`src/design/est_pkg.sv`:
```
`timescale 1ns / 1ps
// Shared types, codes and constants for the Euclidean step sequencer.
package est_pkg;

    // Fixed field widths
    localparam int STEP_W  = 7;   // step_count, onset_count, fill_every
    localparam int POS_W   = 6;   // ring position, rotation, cycle phase
    localparam int PITCH_W = 7;
    localparam int VEL_W   = 7;
    localparam int NOTE_W  = 8;   // stored pool entry, signed, negative = rest
    localparam int LEN_W   = 8;   // pool length registers
    localparam int SLOT_W  = 7;   // entry_index

    // Configuration port
    localparam int CFG_IDX_W  = 3;
    localparam int CFG_DATA_W = 8;

    // Ring size limit and default pool depth
    localparam int MAX_STEPS      = 64;
    localparam int POOL_DEPTH_DEF = 128;

    // Register reset values
    localparam logic [STEP_W-1:0] STEP_COUNT_RST  = 7'd16;
    localparam logic [STEP_W-1:0] ONSET_COUNT_RST = 7'd4;
    localparam logic [POS_W-1:0]  ROTATION_RST    = 6'd0;
    localparam logic [STEP_W-1:0] FILL_EVERY_RST  = 7'd0;
    localparam logic [VEL_W-1:0]  VELOCITY_RST    = 7'd96;
    localparam logic [LEN_W-1:0]  MAIN_LEN_RST    = 8'd1;
    localparam logic [LEN_W-1:0]  FILL_LEN_RST    = 8'd1;

    // Request operations
    typedef enum logic [1:0] {
        OP_TICK       = 2'd0,
        OP_WRITE_MAIN = 2'd1,
        OP_WRITE_FILL = 2'd2
    } op_t;

    // Configuration register indexes
    typedef enum logic [CFG_IDX_W-1:0] {
        REG_STEP_COUNT  = 3'd0,
        REG_ONSET_COUNT = 3'd1,
        REG_ROTATION    = 3'd2,
        REG_FILL_EVERY  = 3'd3,
        REG_VELOCITY    = 3'd4,
        REG_MAIN_LEN    = 3'd5,
        REG_FILL_LEN    = 3'd6
    } reg_idx_t;

    // Sequencer states
    typedef enum logic [2:0] {
        S_IDLE,
        S_KMOD,       // k = (pos + rotation) mod steps, bit serial
        S_MMUL,       // (k * onsets) mod steps, bit serial
        S_MAIN_MOD,   // main index mod main length
        S_FILL_MOD,   // fill index mod fill length
        S_READ,       // pool read issued
        S_DATA,       // pool data back, indexes advance
        S_FINISH      // result out, ring position and phase advance
    } state_t;

endpackage

```
`src/design/est_ram.sv`:
```
`timescale 1ns / 1ps
// Generic single write port, single read port RAM with registered read.
module est_ram #(
    parameter int WIDTH = 8,
    parameter int DEPTH = 128,
    localparam int AW = (DEPTH > 1) ? $clog2(DEPTH) : 1
) (
    input  logic             clk,
    input  logic             wr_en,
    input  logic [AW-1:0]    wr_addr,
    input  logic [WIDTH-1:0] wr_data,
    input  logic [AW-1:0]    rd_addr,
    output logic [WIDTH-1:0] rd_data
);

    logic [WIDTH-1:0] mem [DEPTH];
    logic [WIDTH-1:0] rd_data_reg;

    // Write port
    always_ff @(posedge clk)
    begin
        if (wr_en)
        begin
            mem[wr_addr] <= wr_data;
        end
    end

    // Registered read port
    always_ff @(posedge clk)
    begin
        rd_data_reg <= mem[rd_addr];
    end

    assign rd_data = rd_data_reg;

endmodule

```
`src/design/euclidean_step_sequencer.sv`:
```
`timescale 1ns / 1ps
// Top level of the Euclidean step sequencer: config registers, serial datapath, note pools.
//
// Usage: requests enter on in_valid/in_ready. A request is a step tick or a write of
// one entry of the main or fill note pool. Each tick may produce one note on
// out_valid/out_ready; writes and unknown operations produce nothing. Configuration
// registers are written on cfg_valid/cfg_ready (always ready) with cfg_index/cfg_data;
// the user must write them only while the block is idle; the block does not enforce it.
// Operation: a pool write is done as it is accepted. A tick with the transport
// stopped or with no onsets goes from acceptance straight to the finish state. Else
// the shared bit-serial remainder unit reduces the rotated position and then forms
// the modular product (skipped when every step is an onset), then reduces the main
// pool index and, on a fill cycle, the fill pool index; the pool read, pool data
// and finish states follow. A step that is no onset ends after the product.
// in_ready is high only while the sequencer is idle; one tick is worked at a time.
// The result sits in an output register, so the next request is taken while a note
// still waits; a tick with a note to emit that finds that register full holds in its
// finish state until the receiver takes the waiting note.
// Reset clears the ring position, pool indexes and cycle phase and loads the register
// defaults. Pool contents are not cleared; there is no clearing pass.
module euclidean_step_sequencer #(
    parameter int POOL_DEPTH = est_pkg::POOL_DEPTH_DEF
) (
    input  logic                             clk,
    input  logic                             rst_n,
    // configuration write channel
    input  logic                             cfg_valid,
    output logic                             cfg_ready,
    input  logic [est_pkg::CFG_IDX_W-1:0]    cfg_index,
    input  logic [est_pkg::CFG_DATA_W-1:0]   cfg_data,
    // request channel
    input  logic                             in_valid,
    output logic                             in_ready,
    input  logic [1:0]                       operation,
    input  logic                             transport_running,
    input  logic [est_pkg::SLOT_W-1:0]       entry_index,
    input  logic signed [est_pkg::NOTE_W-1:0] entry_note,
    // note channel
    output logic                             out_valid,
    input  logic                             out_ready,
    output logic [est_pkg::PITCH_W-1:0]      note_number,
    output logic [est_pkg::VEL_W-1:0]        note_velocity,
    output logic                             from_fill,
    output logic [est_pkg::POS_W-1:0]        step_position
);

    import est_pkg::*;

    localparam int IW = (POOL_DEPTH > 1) ? $clog2(POOL_DEPTH) : 1;   // pool index
    localparam int LW = $clog2(POOL_DEPTH + 1);                       // clamped length
    localparam int RW = (LW > STEP_W) ? LW : STEP_W;                  // remainder/divisor
    localparam int DW = (IW > STEP_W) ? IW : STEP_W;                  // dividend shifter
    localparam int CW = $clog2(DW + 1);                               // bit counter

    // configuration registers
    logic [STEP_W-1:0] step_count_reg;
    logic [STEP_W-1:0] onset_count_reg;
    logic [POS_W-1:0]  rotation_reg;
    logic [STEP_W-1:0] fill_every_reg;
    logic [VEL_W-1:0]  velocity_reg;
    logic [LEN_W-1:0]  main_len_reg;
    logic [LEN_W-1:0]  fill_len_reg;

    // control and datapath registers
    state_t            state_reg, state_next;
    logic [POS_W-1:0]  ring_pos_reg, ring_pos_next;
    logic [POS_W-1:0]  cycle_phase_reg, cycle_phase_next;
    logic [IW-1:0]     main_index_reg, main_index_next;
    logic [IW-1:0]     fill_index_reg, fill_index_next;
    logic [RW-1:0]     rem_reg, rem_next;
    logic [RW-1:0]     div_reg, div_next;
    logic [DW-1:0]     dvd_reg, dvd_next;
    logic [CW-1:0]     cnt_reg, cnt_next;
    logic [POS_W-1:0]  k_reg, k_next;
    logic [IW-1:0]     mmod_reg, mmod_next;
    logic [IW-1:0]     fmod_reg, fmod_next;
    logic              emit_reg, emit_next;
    logic [PITCH_W-1:0] pitch_reg, pitch_next;

    // output register
    logic               out_valid_reg, out_valid_next;
    logic [PITCH_W-1:0] out_note_reg, out_note_next;
    logic [VEL_W-1:0]   out_vel_reg, out_vel_next;
    logic               out_fill_reg, out_fill_next;
    logic [POS_W-1:0]   out_pos_reg, out_pos_next;

    // derived configuration
    logic [STEP_W-1:0] steps_c;
    logic [POS_W-1:0]  pos_c;
    logic [LW-1:0]     mlen_c;
    logic [LW-1:0]     flen_c;
    logic              on_fill_c;
    logic              act_len_ok;
    logic              fills_zero;
    logic              fills_all;
    logic [STEP_W-1:0] kin_c;

    // serial remainder unit
    logic              dvd_msb;
    logic              trial_bit;
    logic [RW:0]       trial;
    logic [RW:0]       div_ext;
    logic [RW-1:0]     r_step;
    logic [RW:0]       addend;
    logic [RW:0]       sum;
    logic [RW-1:0]     r_mul;
    logic [RW-1:0]     rem_step;
    logic              last_bit;

    // misc
    logic              start_main;
    logic              finish_go;
    logic              slot_ok;
    logic              main_we;
    logic              fill_we;
    logic [IW-1:0]     wr_addr;
    logic [NOTE_W-1:0] main_rdata;
    logic [NOTE_W-1:0] fill_rdata;
    logic [NOTE_W-1:0] note_sel;
    logic [LW-1:0]     m_inc;
    logic [LW-1:0]     f_inc;
    logic [IW-1:0]     main_adv;
    logic [IW-1:0]     fill_adv;
    logic [STEP_W-1:0] pos_inc;
    logic              ring_wrap;
    logic [STEP_W-1:0] phase_inc;

    assign cfg_ready = 1'b1;
    assign in_ready  = (state_reg == S_IDLE);

    // configuration writes
    always_ff @(posedge clk or negedge rst_n)
    begin
        if (!rst_n)
        begin
            step_count_reg  <= STEP_COUNT_RST;
            onset_count_reg <= ONSET_COUNT_RST;
            rotation_reg    <= ROTATION_RST;
            fill_every_reg  <= FILL_EVERY_RST;
            velocity_reg    <= VELOCITY_RST;
            main_len_reg    <= MAIN_LEN_RST;
            fill_len_reg    <= FILL_LEN_RST;
        end
        else if (cfg_valid)
        begin
            unique case (reg_idx_t'(cfg_index))
                REG_STEP_COUNT:  step_count_reg  <= cfg_data[STEP_W-1:0];
                REG_ONSET_COUNT: onset_count_reg <= cfg_data[STEP_W-1:0];
                REG_ROTATION:    rotation_reg    <= cfg_data[POS_W-1:0];
                REG_FILL_EVERY:  fill_every_reg  <= cfg_data[STEP_W-1:0];
                REG_VELOCITY:    velocity_reg    <= cfg_data[VEL_W-1:0];
                REG_MAIN_LEN:    main_len_reg    <= cfg_data[LEN_W-1:0];
                REG_FILL_LEN:    fill_len_reg    <= cfg_data[LEN_W-1:0];
                default: ;
            endcase
        end
    end

    // clamped configuration and per-tick decisions
    always_comb
    begin
        if (step_count_reg == '0)
            steps_c = STEP_W'(1);
        else if (step_count_reg > STEP_W'(MAX_STEPS))
            steps_c = STEP_W'(MAX_STEPS);
        else
            steps_c = step_count_reg;

        pos_c  = ({1'b0, ring_pos_reg} >= steps_c) ? '0 : ring_pos_reg;
        kin_c  = {1'b0, pos_c} + {1'b0, rotation_reg};
        mlen_c = (32'(main_len_reg) > POOL_DEPTH) ? LW'(POOL_DEPTH) : LW'(main_len_reg);
        flen_c = (32'(fill_len_reg) > POOL_DEPTH) ? LW'(POOL_DEPTH) : LW'(fill_len_reg);

        on_fill_c  = (fill_every_reg != '0) && (flen_c != '0) &&
                     ({1'b0, cycle_phase_reg} == (fill_every_reg - STEP_W'(1)));
        act_len_ok = on_fill_c || (mlen_c != '0);
        fills_zero = (onset_count_reg == '0);
        fills_all  = (onset_count_reg >= steps_c);
    end

    // one restoring step per cycle; in the product phase also a modular add of k
    always_comb
    begin
        dvd_msb   = dvd_reg[DW-1];
        trial_bit = (state_reg == S_MMUL) ? 1'b0 : dvd_msb;
        trial     = {rem_reg, trial_bit};
        div_ext   = {1'b0, div_reg};
        r_step    = (trial >= div_ext) ? RW'(trial - div_ext) : RW'(trial);
        addend    = ((state_reg == S_MMUL) && dvd_msb) ? (RW + 1)'(k_reg) : '0;
        sum       = {1'b0, r_step} + addend;
        r_mul     = (sum >= div_ext) ? RW'(sum - div_ext) : RW'(sum);
        rem_step  = (state_reg == S_MMUL) ? r_mul : r_step;
        last_bit  = (cnt_reg == CW'(1));
    end

    // index advance, ring advance
    always_comb
    begin
        m_inc     = LW'(mmod_reg) + LW'(1);
        f_inc     = LW'(fmod_reg) + LW'(1);
        main_adv  = (m_inc >= mlen_c) ? '0 : IW'(m_inc);
        fill_adv  = (f_inc >= flen_c) ? '0 : IW'(f_inc);
        note_sel  = on_fill_c ? fill_rdata : main_rdata;
        pos_inc   = {1'b0, ring_pos_reg} + STEP_W'(1);
        ring_wrap = (pos_inc >= steps_c);
        phase_inc = {1'b0, cycle_phase_reg} + STEP_W'(1);
        finish_go = !(emit_reg && out_valid_reg && !out_ready);
    end

    // pool write decode
    always_comb
    begin
        slot_ok = (32'(entry_index) < POOL_DEPTH);
        wr_addr = IW'(entry_index);
        main_we = 1'b0;
        fill_we = 1'b0;
        if ((state_reg == S_IDLE) && in_valid && slot_ok)
        begin
            unique case (op_t'(operation))
                OP_WRITE_MAIN: main_we = 1'b1;
                OP_WRITE_FILL: fill_we = 1'b1;
                default: ;
            endcase
        end
    end

    // sequencer: next state and datapath
    always_comb
    begin
        state_next       = state_reg;
        ring_pos_next    = ring_pos_reg;
        cycle_phase_next = cycle_phase_reg;
        main_index_next  = main_index_reg;
        fill_index_next  = fill_index_reg;
        rem_next         = rem_reg;
        div_next         = div_reg;
        dvd_next         = dvd_reg;
        cnt_next         = cnt_reg;
        k_next           = k_reg;
        mmod_next        = mmod_reg;
        fmod_next        = fmod_reg;
        emit_next        = emit_reg;
        pitch_next       = pitch_reg;
        out_valid_next   = out_valid_reg && !out_ready;
        out_note_next    = out_note_reg;
        out_vel_next     = out_vel_reg;
        out_fill_next    = out_fill_reg;
        out_pos_next     = out_pos_reg;
        start_main       = 1'b0;

        unique case (state_reg)
            S_IDLE:
            begin
                if (in_valid && (op_t'(operation) == OP_TICK))
                begin
                    ring_pos_next = pos_c;
                    emit_next     = 1'b0;
                    if (!transport_running)
                    begin
                        state_next = S_FINISH;
                    end
                    else if (fills_zero || fills_all)
                    begin
                        if (!fills_zero && act_len_ok)
                            start_main = 1'b1;
                        else
                            state_next = S_FINISH;
                    end
                    else
                    begin
                        rem_next   = '0;
                        div_next   = RW'(steps_c);
                        dvd_next   = DW'(kin_c) << (DW - STEP_W);
                        cnt_next   = CW'(STEP_W);
                        state_next = S_KMOD;
                    end
                end
            end

            S_KMOD:
            begin
                rem_next = rem_step;
                dvd_next = dvd_reg << 1;
                cnt_next = cnt_reg - CW'(1);
                if (last_bit)
                begin
                    k_next     = POS_W'(rem_step);
                    rem_next   = '0;
                    dvd_next   = DW'(onset_count_reg) << (DW - STEP_W);
                    cnt_next   = CW'(STEP_W);
                    state_next = S_MMUL;
                end
            end

            S_MMUL:
            begin
                rem_next = rem_step;
                dvd_next = dvd_reg << 1;
                cnt_next = cnt_reg - CW'(1);
                if (last_bit)
                begin
                    if ((rem_step < RW'(onset_count_reg)) && act_len_ok)
                        start_main = 1'b1;
                    else
                        state_next = S_FINISH;
                end
            end

            S_MAIN_MOD:
            begin
                rem_next = rem_step;
                dvd_next = dvd_reg << 1;
                cnt_next = cnt_reg - CW'(1);
                if (last_bit)
                begin
                    mmod_next = IW'(rem_step);
                    if (on_fill_c)
                    begin
                        rem_next   = '0;
                        div_next   = RW'(flen_c);
                        dvd_next   = DW'(fill_index_reg) << (DW - IW);
                        cnt_next   = CW'(IW);
                        state_next = S_FILL_MOD;
                    end
                    else
                    begin
                        state_next = S_READ;
                    end
                end
            end

            S_FILL_MOD:
            begin
                rem_next = rem_step;
                dvd_next = dvd_reg << 1;
                cnt_next = cnt_reg - CW'(1);
                if (last_bit)
                begin
                    fmod_next  = IW'(rem_step);
                    state_next = S_READ;
                end
            end

            S_READ:
            begin
                state_next = S_DATA;
            end

            S_DATA:
            begin
                // a rest takes its turn but plays nothing
                emit_next  = !note_sel[NOTE_W-1];
                pitch_next = note_sel[PITCH_W-1:0];
                if (mlen_c != '0)
                    main_index_next = main_adv;
                if (on_fill_c)
                    fill_index_next = fill_adv;
                state_next = S_FINISH;
            end

            S_FINISH:
            begin
                if (finish_go)
                begin
                    if (emit_reg)
                    begin
                        out_valid_next = 1'b1;
                        out_note_next  = pitch_reg;
                        out_vel_next   = velocity_reg;
                        out_fill_next  = on_fill_c;
                        out_pos_next   = ring_pos_reg;
                    end
                    if (ring_wrap)
                    begin
                        ring_pos_next    = '0;
                        cycle_phase_next = (phase_inc >= fill_every_reg) ? '0
                                                                         : POS_W'(phase_inc);
                    end
                    else
                    begin
                        ring_pos_next = POS_W'(pos_inc);
                    end
                    state_next = S_IDLE;
                end
            end

            default:
            begin
                state_next = S_IDLE;
            end
        endcase

        // load the remainder unit with the main index
        if (start_main)
        begin
            rem_next   = '0;
            div_next   = RW'(mlen_c);
            dvd_next   = DW'(main_index_reg) << (DW - IW);
            cnt_next   = CW'(IW);
            state_next = S_MAIN_MOD;
        end
    end

    // state register
    always_ff @(posedge clk or negedge rst_n)
    begin
        if (!rst_n)
        begin
            state_reg <= S_IDLE;
        end
        else
        begin
            state_reg <= state_next;
        end
    end

    // datapath and output registers
    always_ff @(posedge clk or negedge rst_n)
    begin
        if (!rst_n)
        begin
            ring_pos_reg    <= '0;
            cycle_phase_reg <= '0;
            main_index_reg  <= '0;
            fill_index_reg  <= '0;
            rem_reg         <= '0;
            div_reg         <= '0;
            dvd_reg         <= '0;
            cnt_reg         <= '0;
            k_reg           <= '0;
            mmod_reg        <= '0;
            fmod_reg        <= '0;
            emit_reg        <= 1'b0;
            pitch_reg       <= '0;
            out_valid_reg   <= 1'b0;
            out_note_reg    <= '0;
            out_vel_reg     <= '0;
            out_fill_reg    <= 1'b0;
            out_pos_reg     <= '0;
        end
        else
        begin
            ring_pos_reg    <= ring_pos_next;
            cycle_phase_reg <= cycle_phase_next;
            main_index_reg  <= main_index_next;
            fill_index_reg  <= fill_index_next;
            rem_reg         <= rem_next;
            div_reg         <= div_next;
            dvd_reg         <= dvd_next;
            cnt_reg         <= cnt_next;
            k_reg           <= k_next;
            mmod_reg        <= mmod_next;
            fmod_reg        <= fmod_next;
            emit_reg        <= emit_next;
            pitch_reg       <= pitch_next;
            out_valid_reg   <= out_valid_next;
            out_note_reg    <= out_note_next;
            out_vel_reg     <= out_vel_next;
            out_fill_reg    <= out_fill_next;
            out_pos_reg     <= out_pos_next;
        end
    end

    // note pools
    est_ram #(
        .WIDTH (NOTE_W),
        .DEPTH (POOL_DEPTH)
    ) u_main_pool (
        .clk     (clk),
        .wr_en   (main_we),
        .wr_addr (wr_addr),
        .wr_data (entry_note),
        .rd_addr (mmod_reg),
        .rd_data (main_rdata)
    );

    est_ram #(
        .WIDTH (NOTE_W),
        .DEPTH (POOL_DEPTH)
    ) u_fill_pool (
        .clk     (clk),
        .wr_en   (fill_we),
        .wr_addr (wr_addr),
        .wr_data (entry_note),
        .rd_addr (fmod_reg),
        .rd_data (fill_rdata)
    );

    assign out_valid     = out_valid_reg;
    assign note_number   = out_note_reg;
    assign note_velocity = out_vel_reg;
    assign from_fill     = out_fill_reg;
    assign step_position = out_pos_reg;

    // remainder stays reduced while the serial unit runs
    a_rem_reduced: assert property (@(posedge clk) disable iff (!rst_n)
        ((state_reg == S_KMOD) || (state_reg == S_MMUL) ||
         (state_reg == S_MAIN_MOD) || (state_reg == S_FILL_MOD)) && (div_reg != '0)
        |-> (rem_reg < div_reg))
        else $error("remainder not below divisor");

    // after an advance the main index lies inside the pool
    a_main_idx: assert property (@(posedge clk) disable iff (!rst_n)
        ($past(state_reg == S_DATA) && (mlen_c != '0))
        |-> (LW'(main_index_reg) < mlen_c))
        else $error("main index past pool length");

    // ring position stays below the step count it was advanced against
    a_ring_pos: assert property (@(posedge clk) disable iff (!rst_n)
        $past((state_reg == S_FINISH) && finish_go)
        |-> ({1'b0, ring_pos_reg} < $past(steps_c)))
        else $error("ring position past step count");

    // a note only appears as a tick completes
    a_out_source: assert property (@(posedge clk) disable iff (!rst_n)
        $rose(out_valid_reg) |-> $past((state_reg == S_FINISH) && emit_reg))
        else $error("note emitted outside tick completion");

    // a tick never overwrites a note still waiting
    a_no_overwrite: assert property (@(posedge clk) disable iff (!rst_n)
        (state_reg == S_FINISH) && emit_reg && out_valid_reg && !out_ready
        |=> (state_reg == S_FINISH))
        else $error("waiting note overwritten");

endmodule
```
`config.mk`:
```
export PLATFORM = sky130hd
export DESIGN_NAME = euclidean_step_sequencer
export DESIGN_NICKNAME = d
export VERILOG_FILES = /design/src/design/est_pkg.sv /design/src/design/est_ram.sv /design/src/design/euclidean_step_sequencer.sv
export SDC_FILE = /design/constraint.sdc
export NUM_CORES = 2
export LEC_CHECK = 0
export BUFFER_PORTS_ARGS = -buffer_cell sky130_fd_sc_hd__buf_4
export CAP_MARGIN = 20
export CELL_PAD_IN_SITES_DETAIL_PLACEMENT = 0
export CELL_PAD_IN_SITES_GLOBAL_PLACEMENT = 1
export CORE_MARGIN = 2
export CORE_UTILIZATION = 40
export CTS_BUF_LIST = sky130_fd_sc_hd__clkbuf_16
export DETAILED_ROUTE_END_ITERATION = 10
export HOLD_SLACK_MARGIN = 0.02
export PLACE_DENSITY = 0.69
export SYNTH_ARGS = -nofsm -noshare
export SYNTH_HDL_FRONTEND = slang
export SYNTH_HIERARCHICAL = 1
export SYNTH_SLANG_ARGS = --single-unit
```
`constraint.sdc`:
```
create_clock -name clk -period 12.6 [get_ports clk]
set_clock_uncertainty 0.2 [all_clocks]
set_input_delay 1.26 -clock clk [delete_from_list [all_inputs] [get_ports clk]]
set_output_delay 1.26 -clock clk [all_outputs]
set_load 0.005 [all_outputs]
```
==> impl_metrics.prom <==
# TYPE chip_impl_metric gauge
chip_impl_metric{name="timing.final.max_slew_violations",unit=""} 0
chip_impl_metric{name="ir_drop",unit="mV"} 0.176
chip_impl_metric{name="number_of_global_route_vias_before_repair",unit=""} 43400
chip_impl_metric{name="critical_path.max_fanout",unit=""} 17
chip_impl_info{name="timing.critical_path.slowest_stage_cell",value="sky130_fd_sc_hd__dfrtp_1"} 1
chip_impl_metric{name="syn_area_per_cell",unit="µm²"} 20.8
chip_impl_info{name="startpoint_type",value="flip-flop"} 1
chip_impl_metric{name="crit_buf_inv",unit=""} 0
chip_impl_info{name="critical-path-top-cell-by-count",value="sky130_fd_sc_hd__nor2_1"} 1
chip_impl_metric{name="detailedRoute.firstIterationViolations",unit=""} 4552
chip_impl_metric{name="drt_first_pass_iters",unit=""} 6
chip_impl_metric{name="maxCapViolations",unit=""} 0
chip_impl_metric{name="tritoncts.num_buffers",unit=""} 209
chip_impl_info{name="r2r_end",value="dvd_reg[3]"} 1
chip_impl_metric{name="max_freq",unit="MHz"} 108
chip_impl_info{name="classification_of_the_worst_setup_path",value="flip-flop to flip-flop"} 1
chip_impl_metric{name="fp.dieArea",unit="µm²"} 227000
chip_impl_metric{name="grt_antenna_before_repair",unit=""} 5
chip_impl_metric{name="crit_required",unit="ns"} 13.16
chip_impl_metric{name="clock_sink_count",unit=""} 2219
chip_impl_metric{name="layout-area-overhead-vs-synth",unit="%"} 11.9
chip_impl_metric{name="post-route-min-period",unit="ns"} 9.28
chip_impl_metric{name="synth.ff_latch_count",unit=""} 2219
chip_impl_metric{name="cts.htree.levels",unit=""} 4
chip_impl_metric{name="placed_cell_area",unit="µm²"} 93300
chip_impl_metric{name="post_detail_place_hpwl",unit="µm"} 127000
chip_impl_info{name="cp-end-kind",value="flip-flop"} 1
chip_impl_metric{name="final-hold-violation-count",unit=""} 0
chip_impl_metric{name="rows",unit=""} 173
chip_impl_metric{name="grt_overflow",unit=""} 0
chip_impl_metric{name="fraction_of_the_cycle_the_final_worst_path_needs",unit=""} 0.737
chip_impl_info{name="reg_top3",value="u_fill_pool/mem: 1024 flops, u_main_pool/mem: 1024 flops"} 1
chip_impl_metric{name="power_per_cell_area",unit="nW/µm²"} 204
chip_impl_info{name="clock_tree.root_cell",value="sky130_fd_sc_hd__clkbuf_16"} 1
chip_impl_info{name="hold_path_startpoint",value="pitch_reg[4]"} 1
chip_impl_info{name="grt_setup_unrepaired",value="false"} 1
chip_impl_metric{name="max_slew.worst_pin.slew",unit="ns"} 1.16
chip_impl_metric{name="place.port_buffers",unit=""} 56
chip_impl_metric{name="cts.path.max_buffers",unit=""} 3
chip_impl_info{name="worstHoldPathType",value="flip-flop to flip-flop"} 1
chip_impl_metric{name="drc",unit=""} 0
chip_impl_metric{name="total_number_of_vias",unit=""} 43000
chip_impl_info{name="dominantRegCellSynth",value="sky130_fd_sc_hd__edfxtp_1"} 1
chip_impl_metric{name="vertical_extent_of_the_die",unit="µm"} 476
chip_impl_metric{name="gr-usage-all-layers",unit=""} 0.184
chip_impl_info{name="worst_r2r_startpoint",value="state_reg[2]"} 1
chip_impl_metric{name="floorplan_core_area",unit="µm²"} 222000
chip_impl_metric{name="ctsResizeCount",unit=""} 0
chip_impl_metric{name="critPathArrivalTime",unit="ns"} 9.84
chip_impl_metric{name="aggregate_routed_wire_length",unit="µm"} 210000
chip_impl_metric{name="ctsHoldBuffers",unit=""} 0
chip_impl_metric{name="largest_net_degree_at_the_start_of_global_routing",unit=""} 124
chip_impl_metric{name="drive_above_1_share",unit=""} 0.266
chip_impl_metric{name="post_synth_instance_area",unit="µm²"} 89300
chip_impl_metric{name="multi_input_gate_area",unit="µm²"} 22600
chip_impl_metric{name="synth_sequential_area_ratio",unit=""} 0.736
chip_impl_metric{name="power.static_leakage",unit="µW"} 0.0312
chip_impl_metric{name="synthArstFlopShare",unit=""} 0.0699
chip_impl_metric{name="ff2ff_path_depth",unit=""} 34
chip_impl_metric{name="post-route-cell-area",unit="µm²"} 99900
chip_impl_metric{name="setup-tns-final",unit="ns"} 0
chip_impl_metric{name="cpPeakStageDelay",unit="ns"} 0.66
chip_impl_info{name="timing.critical_path.max_delay_family",value="simple AND/OR/NAND/NOR gates"} 1
chip_impl_metric{name="hold-path-cell-count",unit=""} 2
chip_impl_metric{name="post_cts.repair.setup_buffers",unit=""} 0
chip_impl_metric{name="setup_viol_count_final",unit=""} 0
chip_impl_metric{name="clock_insertion_delay_at_the_later_pin_of_the_skew_report",unit="ns"} 0.83
chip_impl_metric{name="vias_per_cell",unit=""} 5.67
chip_impl_info{name="cts_tree",value="done"} 1
chip_impl_metric{name="mappedNetlistNets",unit=""} 4410
chip_impl_metric{name="finalWeightedCongestion",unit=""} 0.850
chip_impl_metric{name="synthesis.instances",unit=""} 4286
chip_impl_metric{name="relSlewSlack",unit=""} 0.228
chip_impl_metric{name="cts.reportedPaths.clkPinSlew",unit="ns"} 0.06
chip_impl_info{name="status",value="completed"} 1
chip_impl_metric{name="routedWlPerCell",unit="µm"} 27.6
chip_impl_metric{name="yosys.cell_types.count",unit=""} 70
chip_impl_metric{name="reg2reg_setup_slack",unit="ns"} 3.32
chip_impl_metric{name="drt.antenna.violating_nets",unit=""} 0
chip_impl_metric{name="io_pins",unit=""} 58
chip_impl_metric{name="ys_warn_count",unit=""} 6
chip_impl_metric{name="final-seq-area",unit="µm²"} 65700
chip_impl_metric{name="fp.dieW",unit="µm"} 476
chip_impl_metric{name="post_synth_edffs",unit=""} 2048
chip_impl_metric{name="grt_first_pass_wirelength",unit="µm"} 307000
chip_impl_metric{name="nFillCells",unit=""} 18600
chip_impl_info{name="min_delay_worst_endpoint",value="pitch_reg[4]"} 1
chip_impl_metric{name="initial_core_util",unit=""} 0.402
chip_impl_metric{name="final_nets",unit=""} 4551
[worst min-delay path: stages (launching register included)]
cell and delay, ns:
sky130_fd_sc_hd__dfrtp_1 0.34, sky130_fd_sc_hd__nand2_1 0.04, sky130_fd_sc_hd__o21ai_0 0.06
[power breakdown]
group	internal, µW	switching (µW)	total, µW
Combinational	2670	3030	5700
Clock	3380	2680	6060
Sequential	8250	354	8610
[stage by stage]
stage	hold slack, ns	setup WS (ns)	utilization	power (µW)	std cells
floorplan	0.244	4.81	-	12700	4286
global placement	0.255	3.44	0.420	14500	7188
detailed placement	0.264	3.44	0.420	14500	7189
CTS	0.276	3.39	0.450	20500	7576
global route	0.298	2.66	0.450	21200	7581
finish	0.274	3.32	0.450	20400	7582
[layer usage]
metal  routed length [µm]  part of all wire  GRT usage  vias to the layer above
met5                   26           0.00012          0                        -
met4                 5140             0.025     0.0530                        4
met3                13000             0.062     0.0279                      289
met2               101000              0.48      0.291                     1428
met1                90000              0.43      0.266                    23300
li1                     -                 -          -                    18000
[worst max path at each step]
stage / from / to / slack (ns) / cells past startpoint
after floorplan: state_reg[2] / dvd_reg[4] / 4.81 / 36
after global placement: state_reg[2] / dvd_reg[1] / 3.44 / 34
after detailed placement: state_reg[2] / dvd_reg[3] / 3.44 / 34
after CTS: state_reg[2] / dvd_reg[4] / 3.39 / 34
after global routing: state_reg[2] / dvd_reg[3] / 2.66 / 34
final: state_reg[2] / dvd_reg[3] / 3.32 / 34
[Yosys cell counts, types with 4 or more instances]
| master | instances | area share |
|---|---|---|
| sky130_fd_sc_hd__ha_1 | 86 | 0.012 |
| sky130_fd_sc_hd__xor2_1 | 17 | 0.0017 |
| sky130_fd_sc_hd__a21o_1 | 25 | 0.0021 |
| sky130_fd_sc_hd__buf_2 | 30 | 0.0017 |
| sky130_fd_sc_hd__nand3_1 | 51 | 0.0029 |
| sky130_fd_sc_hd__mux2i_1 | 26 | 0.0029 |
| sky130_fd_sc_hd__o21ai_0 | 62 | 0.0035 |
| sky130_fd_sc_hd__xnor2_1 | 24 | 0.0024 |
| sky130_fd_sc_hd__edfxtp_1 | 2048 | 0.69 |
| sky130_fd_sc_hd__nor3_1 | 33 | 0.0018 |
| sky130_fd_sc_hd__or3_1 | 4 | 0.00028 |
| sky130_fd_sc_hd__dfstp_2 | 6 | 0.0018 |
| sky130_fd_sc_hd__o31ai_1 | 7 | 0.00059 |
| sky130_fd_sc_hd__dfxtp_1 | 16 | 0.0036 |
| sky130_fd_sc_hd__nor3b_1 | 7 | 0.00059 |
| sky130_fd_sc_hd__mux2_2 | 100 | 0.013 |
| sky130_fd_sc_hd__nand2b_1 | 29 | 0.0020 |
| sky130_fd_sc_hd__and2_1 | 4 | 0.00028 |
| sky130_fd_sc_hd__a221oi_1 | 6 | 0.00059 |
| sky130_fd_sc_hd__mux4_2 | 672 | 0.17 |
| sky130_fd_sc_hd__buf_1 | 37 | 0.0016 |
| sky130_fd_sc_hd__o21a_1 | 13 | 0.0011 |
| sky130_fd_sc_hd__and3_1 | 12 | 0.00084 |
| sky130_fd_sc_hd__buf_4 | 23 | 0.0019 |
| sky130_fd_sc_hd__dfrtp_1 | 149 | 0.042 |
| sky130_fd_sc_hd__nor2b_1 | 27 | 0.0019 |
| sky130_fd_sc_hd__fa_1 | 4 | 0.00090 |
| sky130_fd_sc_hd__or2_2 | 4 | 0.00028 |
| sky130_fd_sc_hd__nor2_1 | 311 | 0.013 |
| sky130_fd_sc_hd__or4b_1 | 6 | 0.00067 |
| sky130_fd_sc_hd__a22oi_1 | 8 | 0.00067 |
| sky130_fd_sc_hd__inv_1 | 45 | 0.0019 |
| sky130_fd_sc_hd__a31oi_1 | 6 | 0.00042 |
| sky130_fd_sc_hd__a211o_1 | 6 | 0.00059 |
| sky130_fd_sc_hd__nor4_1 | 5 | 0.00035 |
| sky130_fd_sc_hd__a22o_1 | 7 | 0.00069 |
| sky130_fd_sc_hd__a211oi_1 | 13 | 0.0011 |
| sky130_fd_sc_hd__a2111oi_0 | 5 | 0.00049 |
| sky130_fd_sc_hd__o22ai_1 | 4 | 0.00028 |
| sky130_fd_sc_hd__nand4b_1 | 4 | 0.00039 |
| sky130_fd_sc_hd__a21oi_1 | 51 | 0.0029 |
| sky130_fd_sc_hd__nand2_1 | 128 | 0.0054 |
| sky130_fd_sc_hd__nand4_1 | 13 | 0.00091 |
| sky130_fd_sc_hd__clkbuf_1 | 115 | 0.0048 |
[cells in the final DEF (no fill, tap or decap), types with 31 or more instances in the layout]
master                      netlist  routed
sky130_fd_sc_hd__edfxtp_1      2048    2048
sky130_fd_sc_hd__mux4_2         672     672
sky130_fd_sc_hd__nor2_1         311     311
sky130_fd_sc_hd__clkbuf_16        0     213
sky130_fd_sc_hd__dfrtp_1        149     141
sky130_fd_sc_hd__nand2_1        128     128
sky130_fd_sc_hd__buf_4           23     126
sky130_fd_sc_hd__mux2_2         100     100
sky130_fd_sc_hd__inv_1           45      98
sky130_fd_sc_hd__ha_1            86      86
sky130_fd_sc_hd__o21ai_0         62      62
sky130_fd_sc_hd__clkinv_1         1      54
sky130_fd_sc_hd__a21oi_1         51      51
sky130_fd_sc_hd__nand3_1         51      47
sky130_fd_sc_hd__clkinv_2         0      32
sky130_fd_sc_hd__nor3_1          33      31
[cell families (layout without fill, tap and decap cells)]
group | after synthesis | after routing | share of synthesized area
compound gates | 234 | 234 | 0.0170
xor+xnor | 41 | 41 | 0.00402
fa+ha+maj | 90 | 90 | 0.0129
buf+inv | 254 | 571 | 0.0123
flops | 2219 | 2219 | 0.736
mux | 798 | 798 | 0.185
other cells | 1 | 5 | 0.0000420
simple gates | 649 | 649 | 0.0329
[cell type report]
cell class,instances,share of cell area
Tap cell,2975,0.0373
Timing Repair Buffer,138,0.0113
Clock buffer,213,0.0534
Sequential cell,2219,0.658
Inverter,46,0.00173
Clock inverter,174,0.0124
Antenna cell,4,0.000100
Multi-Input combinational cell,1813,0.226
Power figures use the tool's default switching activity.
